**src/alu_dec_pkg.sv**
```systemverilog
// ----------------------------------------------------------------------------
// ALU with opcode decode: shared types
// Transfer structures of the input and result channels and the operation
// codes produced by the opcode decoder.
// ----------------------------------------------------------------------------
package alu_dec_pkg;

  // Width of the operand and result fields on the ports.
  localparam int DATA_BITS = 16;

  // Basic operation chosen by the decoder.
  typedef enum logic [2:0] {
    OP_AND = 3'd0,
    OP_XOR = 3'd1,
    OP_OR  = 3'd2,
    OP_ADD = 3'd3,
    OP_SRL = 3'd4,
    OP_SLL = 3'd5,
    OP_SRA = 3'd6,
    OP_SLA = 3'd7
  } alu_op_t;

  // One input transfer.
  typedef struct packed {
    logic [4:0]           req_type;
    logic                 alu_enable;
    logic [DATA_BITS-1:0] operand_a;
    logic [DATA_BITS-1:0] operand_b;
  } alu_in_t;

  // One result transfer.
  typedef struct packed {
    logic [DATA_BITS-1:0] result;
    logic                 zero_flag;
    logic                 negative_flag;
    logic                 neg_or_zero_flag;
    logic                 nonzero_flag;
    logic                 carry_flag;
    logic                 overflow_flag;
  } alu_out_t;

endpackage

```
**src/alu_with_opcode_decode_unit.sv**
```systemverilog
// ----------------------------------------------------------------------------
// ALU with opcode decode
// Pipelined word ALU: opcode decode and operand preparation, main operation,
// optional decrement and result inversion, then flag generation.
// ----------------------------------------------------------------------------
//
//   channel  ports                       direction  transfer when
//   -------  --------------------------  ---------  ------------------------
//   input    start, busy, in_item        in         start high, busy low
//   result   out_valid, out_item         out        out_valid high (1 cycle)
//
// An item enters on every clock edge at which start is high and busy is low,
// so one item per cycle is sustained. Its result passes the four register
// stages in order (decode, main operation, decrement, flags) and is then
// held on out_item from the flags register, marked by out_valid. Each stage
// holds at most one word-wide adder.
// Reset is synchronous and active low; it clears the valid bits of every
// stage, and busy is high while reset is applied so that no transfer is
// taken then. The receiver cannot stall, so the pipeline never holds.
// ----------------------------------------------------------------------------
module alu_with_opcode_decode_unit
  import alu_dec_pkg::*;
(
  input  logic     clk,
  input  logic     rst_n,
  input  logic     start,
  output logic     busy,
  input  alu_in_t  in_item,
  output logic     out_valid,
  output alu_out_t out_item
);

  // The datapath works at the width of the transfer fields.
  localparam int WORD_BITS = DATA_BITS;

  typedef logic [WORD_BITS-1:0] word_t;

  // Sum of two words with carry-in. Returns {overflow, carry out, sum}.
  // The carry into the top bit is recovered from the top sum bit.
  function automatic logic [WORD_BITS+1:0] add_word(input word_t x, input word_t y,
                                                    input logic cin);
    logic [WORD_BITS:0] full;
    logic               c_msb;
    begin
      full  = {1'b0, x} + {1'b0, y} + {{WORD_BITS{1'b0}}, cin};
      c_msb = full[WORD_BITS-1] ^ x[WORD_BITS-1] ^ y[WORD_BITS-1];
      add_word = {c_msb ^ full[WORD_BITS], full[WORD_BITS], full[WORD_BITS-1:0]};
    end
  endfunction

  // A transfer is refused only while reset is applied, since the synchronous
  // reset would otherwise drop the item from the first stage.
  assign busy = ~rst_n;

  logic accept;
  assign accept = start & ~busy;

  // --------------------------------------------------------------------------
  // Stage 1: opcode decode and operand preparation.
  // The opcode's bit 4 is the most significant decoder input, o0.
  // --------------------------------------------------------------------------
  logic    o0, o1, o2, o3, o4;
  logic    p0, p1, p2;
  logic    inv_a, inv_b, zero_b, ones_b, dec, inv_r, inc;
  alu_op_t op_dec;
  word_t   a_w, b_w, ta, tb;

  always_comb begin
    o0 = in_item.req_type[4];
    o1 = in_item.req_type[3];
    o2 = in_item.req_type[2];
    o3 = in_item.req_type[1];
    o4 = in_item.req_type[0];
    if (in_item.alu_enable) begin
      p0 = o0 & ~o1 & ~o2;
      p1 = (~o0 & ~o1 & ~o3 & o4) | (~o0 & ~o1 & o2 & ~o3) | (o1 & ~o2 & o3 & o4) |
           (o0 & o1 & ~o3) | (o0 & ~o2 & o4) | (o0 & o1 & ~o2);
      p2 = (~o0 & ~o1 & o2 & o3) | (o0 & ~o2 & o3 & ~o4) | (o0 & ~o2 & ~o3 & o4) |
           (o0 & o1 & ~o3) | (o0 & o1 & ~o2);
      inv_a  = ~o0 & o1 & ~o2 & ~o4;
      inv_b  = (o1 & ~o2 & o3 & o4) | (o0 & o1 & ~o2 & o4);
      zero_b = ~(o0 | o1 | o2 | o3 | o4) | (o0 & o1 & o2 & ~o3 & ~o4);
      dec    = (o0 & o1 & ~o2 & o3 & o4) | (o0 & o1 & o2 & ~o3 & o4);
      ones_b = (~o0 & o1 & ~o2 & ~o3) | (~o0 & ~o2 & ~o3 & o4);
      inv_r  = (~o0 & ~o1 & o2 & o4) | (~o0 & ~o1 & o3 & o4);
      inc    = (o0 & o1 & ~o2 & o3 & ~o4) | (o0 & o1 & o2 & ~o3 & ~o4);
    end else begin
      // With the decoder disabled the unit performs a plain addition.
      p0 = 1'b0;
      p1 = 1'b1;
      p2 = 1'b1;
      inv_a  = 1'b0;
      inv_b  = 1'b0;
      zero_b = 1'b0;
      dec    = 1'b0;
      ones_b = 1'b0;
      inv_r  = 1'b0;
      inc    = 1'b0;
    end
    op_dec = alu_op_t'({p0, p1, p2});

    a_w = word_t'(in_item.operand_a);
    b_w = word_t'(in_item.operand_b);
    ta  = inv_a ? ~a_w : a_w;

    // Operand b: inversion, then zeros, then ones, each overriding the last.
    // For a subtraction the two's complement of b replaces all of them.
    tb = inv_b ? ~b_w : b_w;
    if (zero_b) tb = '0;
    if (ones_b) tb = '1;
    if (inv_b && (op_dec == OP_ADD)) tb = word_t'(~b_w + word_t'(1));
  end

  logic    s1_valid_r;
  alu_op_t s1_op_r;
  word_t   s1_a_r, s1_b_r;
  logic    s1_inc_r, s1_dec_r, s1_inv_r_r;

  always_ff @(posedge clk) begin
    if (!rst_n) begin
      s1_valid_r <= 1'b0;
    end else begin
      s1_valid_r <= accept;
    end
  end

  always_ff @(posedge clk) begin
    s1_op_r    <= op_dec;
    s1_a_r     <= ta;
    s1_b_r     <= tb;
    s1_inc_r   <= inc;
    s1_dec_r   <= dec;
    s1_inv_r_r <= inv_r;
  end

  // --------------------------------------------------------------------------
  // Stage 2: main operation with its carry and overflow.
  // --------------------------------------------------------------------------
  logic [WORD_BITS+1:0] s2_add;
  word_t                s2_word_nxt;
  logic                 s2_carry_nxt, s2_ovf_nxt;

  always_comb begin
    s2_add       = add_word(s1_a_r, s1_b_r, s1_inc_r);
    s2_word_nxt  = '0;
    s2_carry_nxt = 1'b0;
    s2_ovf_nxt   = 1'b0;
    unique case (s1_op_r)
      OP_AND: s2_word_nxt = s1_a_r & s1_b_r;
      OP_XOR: s2_word_nxt = s1_a_r ^ s1_b_r;
      OP_OR:  s2_word_nxt = s1_a_r | s1_b_r;
      OP_ADD: begin
        s2_word_nxt  = s2_add[WORD_BITS-1:0];
        s2_carry_nxt = s2_add[WORD_BITS];
        s2_ovf_nxt   = s2_add[WORD_BITS+1];
      end
      OP_SRL: s2_word_nxt = {1'b0, s1_a_r[WORD_BITS-1:1]};
      OP_SLL: begin
        s2_word_nxt  = {s1_a_r[WORD_BITS-2:0], 1'b0};
        s2_carry_nxt = s1_a_r[WORD_BITS-1];
      end
      OP_SRA: s2_word_nxt = {s1_a_r[WORD_BITS-1], s1_a_r[WORD_BITS-1:1]};
      OP_SLA: begin
        // Overflow when the sign changes, i.e. the two top bits differ.
        s2_word_nxt  = {s1_a_r[WORD_BITS-2:0], 1'b0};
        s2_carry_nxt = s1_a_r[WORD_BITS-1];
        s2_ovf_nxt   = s1_a_r[WORD_BITS-1] ^ s1_a_r[WORD_BITS-2];
      end
      default: s2_word_nxt = '0;
    endcase
  end

  logic  s2_valid_r;
  word_t s2_word_r;
  logic  s2_carry_r, s2_ovf_r, s2_dec_r, s2_inv_r_r;

  always_ff @(posedge clk) begin
    if (!rst_n) begin
      s2_valid_r <= 1'b0;
    end else begin
      s2_valid_r <= s1_valid_r;
    end
  end

  always_ff @(posedge clk) begin
    s2_word_r  <= s2_word_nxt;
    s2_carry_r <= s2_carry_nxt;
    s2_ovf_r   <= s2_ovf_nxt;
    s2_dec_r   <= s1_dec_r;
    s2_inv_r_r <= s1_inv_r_r;
  end

  // --------------------------------------------------------------------------
  // Stage 3: optional decrement (add all ones) and result inversion.
  // The decrement replaces the carry and accumulates the overflow.
  // --------------------------------------------------------------------------
  logic [WORD_BITS+1:0] s3_dec;
  word_t                s3_word_nxt;
  logic                 s3_carry_nxt, s3_ovf_nxt;

  always_comb begin
    s3_dec = add_word(s2_word_r, '1, 1'b0);
    if (s2_dec_r) begin
      s3_word_nxt  = s3_dec[WORD_BITS-1:0];
      s3_carry_nxt = s3_dec[WORD_BITS];
      s3_ovf_nxt   = s2_ovf_r | s3_dec[WORD_BITS+1];
    end else begin
      s3_word_nxt  = s2_word_r;
      s3_carry_nxt = s2_carry_r;
      s3_ovf_nxt   = s2_ovf_r;
    end
    if (s2_inv_r_r) s3_word_nxt = ~s3_word_nxt;
  end

  logic  s3_valid_r;
  word_t s3_word_r;
  logic  s3_carry_r, s3_ovf_r;

  always_ff @(posedge clk) begin
    if (!rst_n) begin
      s3_valid_r <= 1'b0;
    end else begin
      s3_valid_r <= s2_valid_r;
    end
  end

  always_ff @(posedge clk) begin
    s3_word_r  <= s3_word_nxt;
    s3_carry_r <= s3_carry_nxt;
    s3_ovf_r   <= s3_ovf_nxt;
  end

  // --------------------------------------------------------------------------
  // Stage 4: flags from the final word, into the output register. The zero
  // flag looks at the whole final word, the negative flag at its top bit.
  // --------------------------------------------------------------------------
  alu_out_t out_item_nxt;
  logic     zero_w, neg_w;

  always_comb begin
    zero_w = (s3_word_r == '0);
    neg_w  = s3_word_r[WORD_BITS-1];
    out_item_nxt.result           = DATA_BITS'(s3_word_r);
    out_item_nxt.zero_flag        = zero_w;
    out_item_nxt.negative_flag    = neg_w;
    out_item_nxt.neg_or_zero_flag = neg_w | zero_w;
    out_item_nxt.nonzero_flag     = ~zero_w;
    out_item_nxt.carry_flag       = s3_carry_r;
    out_item_nxt.overflow_flag    = s3_ovf_r;
  end

  logic     out_valid_r;
  alu_out_t out_item_r;

  always_ff @(posedge clk) begin
    if (!rst_n) begin
      out_valid_r <= 1'b0;
    end else begin
      out_valid_r <= s3_valid_r;
    end
  end

  always_ff @(posedge clk) begin
    out_item_r <= out_item_nxt;
  end

  assign out_valid = out_valid_r;
  assign out_item  = out_item_r;

  // --------------------------------------------------------------------------
  // Assertions
  // --------------------------------------------------------------------------
`ifndef SYNTH
  // Every accepted transfer leaves as exactly one result, and every result
  // strobe matches an accepted transfer.
  a_latency: assert property (@(posedge clk)
    ($past(rst_n, 1) && $past(rst_n, 2) && $past(rst_n, 3)) |->
      (out_valid == $past(start && !busy, 4)))
    else $error("result strobe does not match an accepted transfer");

  // Logic operations and right shifts produce no carry and no overflow.
  a_logic_flags: assert property (@(posedge clk) disable iff (!rst_n)
    (s1_valid_r && (s1_op_r == OP_AND || s1_op_r == OP_XOR || s1_op_r == OP_OR ||
                    s1_op_r == OP_SRL || s1_op_r == OP_SRA)) |=>
      (!s2_carry_r && !s2_ovf_r))
    else $error("carry or overflow raised by a logic or right-shift operation");

  // A decrement carries out exactly when its source word was nonzero.
  a_dec_carry: assert property (@(posedge clk) disable iff (!rst_n)
    (s2_valid_r && s2_dec_r) |=> (s3_carry_r == ($past(s2_word_r) != '0)))
    else $error("decrement carry inconsistent with its source word");
`endif

endmodule
```
**config.mk**
```make
export PLATFORM = sky130hd
export DESIGN_NAME = alu_with_opcode_decode_unit
export DESIGN_NICKNAME = d
export VERILOG_FILES = /design/src/alu_dec_pkg.sv /design/src/alu_with_opcode_decode_unit.sv
export SDC_FILE = /design/constraint.sdc
export NUM_CORES = 1
export LEC_CHECK = 0
export BUFFER_PORTS_ARGS = -buffer_cell sky130_fd_sc_hd__buf_2
export CAP_MARGIN = 10
export CORE_ASPECT_RATIO = 0.7
export CORE_UTILIZATION = 40
export CTS_CLUSTER_DIAMETER = 200
export CTS_CLUSTER_SIZE = 10
export DETAILED_ROUTE_END_ITERATION = 6
export SKIP_CTS_REPAIR_TIMING = 1
export SYNTH_ARGS = -nofsm -noshare
export SYNTH_HDL_FRONTEND = slang
export SYNTH_SLANG_ARGS = --single-unit
```
**constraint.sdc**
```tcl
create_clock -name clk -period 4.67 [get_ports clk]
set_input_delay 0.467 -clock clk [delete_from_list [all_inputs] [get_ports clk]]
set_output_delay 0.467 -clock clk [all_outputs]
set_load 0.1 [all_outputs]
```
==> impl_metrics.ini <==
[status]
run_status = completed

[synth]
synth_top_cells_by_area = dfxtp_1 (38%), ha_1 (8.0%), xnor2_1 (7.7%)
avgSynthCellArea_um2 = 8.595
syn_area_mm2 = 0.005329
syn-num-nets = 697
synth.largest_area_cell = dfxtp_1
synth_top_area_share_pct = 37.94
ys_seq_elements = 101
yosysWarnings = 0
synth_common_cells = dfxtp_1 (101), inv_1 (49), xnor2_1 (47)
synthFlopType = dfxtp_1
synth_cell_types = 57
seq_area_frac_synth_pct = 37.94
synth_edf_count = 0
synthCells = 620
async_flop_share_pct = 0
yosysMostFrequentCell = dfxtp_1

[sta]
fin_tns_setup_ps = 0
rsz0062_at_grt = no
finalCritPeriodShare_pct = 63.43
slew_viol_final = 0
max_slew.worst_pin.slew_ps = 1105
fmax_ghz = 0.3376
final-hold-violation-count = 0
clock_skew_ps = 10.89
finalSetupViolCount = 0
hold_slack_ps = 302.9
slew_headroom_pct = 26.10
fin_crit_ps = 2962

[cells_and_area]
drive_gt1_share_pct = 13.91
synthToLayoutAreaGrowth_pct = 13.64
fill_cells = 1253
antenna_cells = 0
stdcell_count = 838
nets = 749

[power]
p_per_area_mw_per_mm2 = 449.6
p_leak_nw = 2.641
ir_drop_mv = 0.2530
p_total_mw = 2.723

[clocking]
cts_tree = built
cts-root-buf = clkbuf_16
cts_buffers = 9
max-clock-path-buffers = 2
clk_pin_slew_ps = 70
h-tree-depth = 3
clkLatencyLatePin_ps = 350
clock_sinks = 101

[worst_setup_path]
cp.required_ps = 4950
crit_fanout = 4
cp.arrival_ps = 3250
r2r_cells = 9
critPathCaptureType = register
criticalPathCategory = reg -> reg
cp-start-kind = register

[floorplanning]
dieWidth_um = 140.0
die_y_um = 98.57
io_pins = 65
core-area_mm2 = 0.01272
die-area_mm2 = 0.01380
start_util_pct = 41.89
fp-row-count = 34

[route]
vias_per_cell = 5.408
wire_per_inst_um = 15.49
drt.antenna.violating_nets = 0
drtPass1Iterations = 5
vias = 4532
dr.first_iter.drc_count = 277
drc_errors = 0
drt_wl_total_um = 12980

[global_routing]
grt_max_degree = 43
grt.total_usage_pct = 19.69
grt_pass1_vias = 4234
grt_pass1_wl_um = 21250
overflow = 0
antenna_found_initial = 0

[place]
port_buffers = 64
hpwl_um = 9901
dp_cells = 822
place_congestion = 0.8788

[job]
maxCapViolations = 0

[worst_hold_path]
hold_path_class = in -> reg
hold_depth = 2
-- routing by layer --
| metal | up-vias | wire length (um) | track usage (%) |
|---|---|---|---|
| li1 | 2266 | - | - |
| met1 | 2138 | 6819 | 28.58 |
| met2 | 114 | 5377 | 29.27 |
| met3 | 14 | 617 | 3.741 |
| met4 | 0 | 164 | 6.255 |
| met5 | - | 0 | 0 |
-- sequential cells by signal, indices dropped and copies added, names as in the netlist, 3 cells and up --
register	cells
s1_a_r	16
s3_word_r	16
s1_b_r	16
out_item	21
s1_op_r	3
s2_word_r	16
-- final timing paths --
kind / from / endpoint / slack (ps)
hold reg to reg: s1_dec_r / s2_dec_r / 330
hold / removal: in_item[24] / s1_a_r[8] / 300
setup reg to reg: s1_a_r[0] / s2_ovf_r / 1710
setup / recovery: s1_a_r[0] / s2_ovf_r / 1710
-- metrics by stage --
stage / setup slack (ps) / utilization, % / cell area (um2)
after floorplan: 2161 / - / 5329
after global placement: 1880 / 45.36 / 5769
after detailed placement: 1734 / 45.36 / 5769
after CTS: 1718 / 47.57 / 6051
after global routing: 1478 / 47.61 / 6056
final: 1708 / 47.61 / 6056
-- logic make-up (layout without fill, tap and decap cells) --
kind of cell	after synthesis	after routing	synth area share (%)
AOI/OAI and AO/OA	157	157	18.76
and+or+nand+nor	179	179	16.69
buffers and inverters	76	132	5.424
xor gates and xnor gates	59	59	9.955
DFF	101	101	37.94
adders and majority gates	36	36	8.735
muxes	12	12	2.489
-- where the power goes --
part           switching [mW]  internal [mW]  total [mW]
clock                   0.331          0.381       0.712
combinational           0.640          0.258       0.898
sequential             0.0962           1.02        1.11
-- layout by cell type, fill, tap and decap left out, types with 5 or more instances in the layout --
cell       synthesis  final
a211oi_1           8      8
a21oi_1           46     46
a31oi_1            5      5
and2_1             7      7
buf_2              0     65
clkbuf_16          0      9
dfxtp_1          101    101
ha_1              34     34
inv_1             49     49
mux2i_1           11     11
nand2_1           43     43
nand2b_1           7      7
nand3_1           19     19
nor2_1            42     42
nor3_1            22     22
nor4_1             7      7
o211ai_1           8      8
o21a_1             6      6
o21ai_0           36     36
o22a_1             5      5
or3_1              7      7
xnor2_1           47     47
xor2_1            11     11
-- critical path, cell delays in order (launching register included) --
cell,delay [ps]
dfxtp_1,340
fa_1,470
fa_1,400
a21oi_1,200
o21ai_1,130
a21oi_1,380
o211ai_1,190
a21oi_1,240
xnor3_1,440
o21ai_1,110
-- final cells by class --
class | instances | area (um2) | share of cell area, %
Clock inverter | 5 | 42.54 | 0.7025
Tap cell | 162 | 202.7 | 3.347
Timing Repair Buffer | 68 | 347.8 | 5.744
Clock buffer | 10 | 239.0 | 3.946
Sequential cell | 101 | 2022 | 33.39
Inverter | 49 | 183.9 | 3.037
Multi-Input combinational cell | 443 | 3018 | 49.83
No activity file was read; power rests on OpenSTA's default activity.
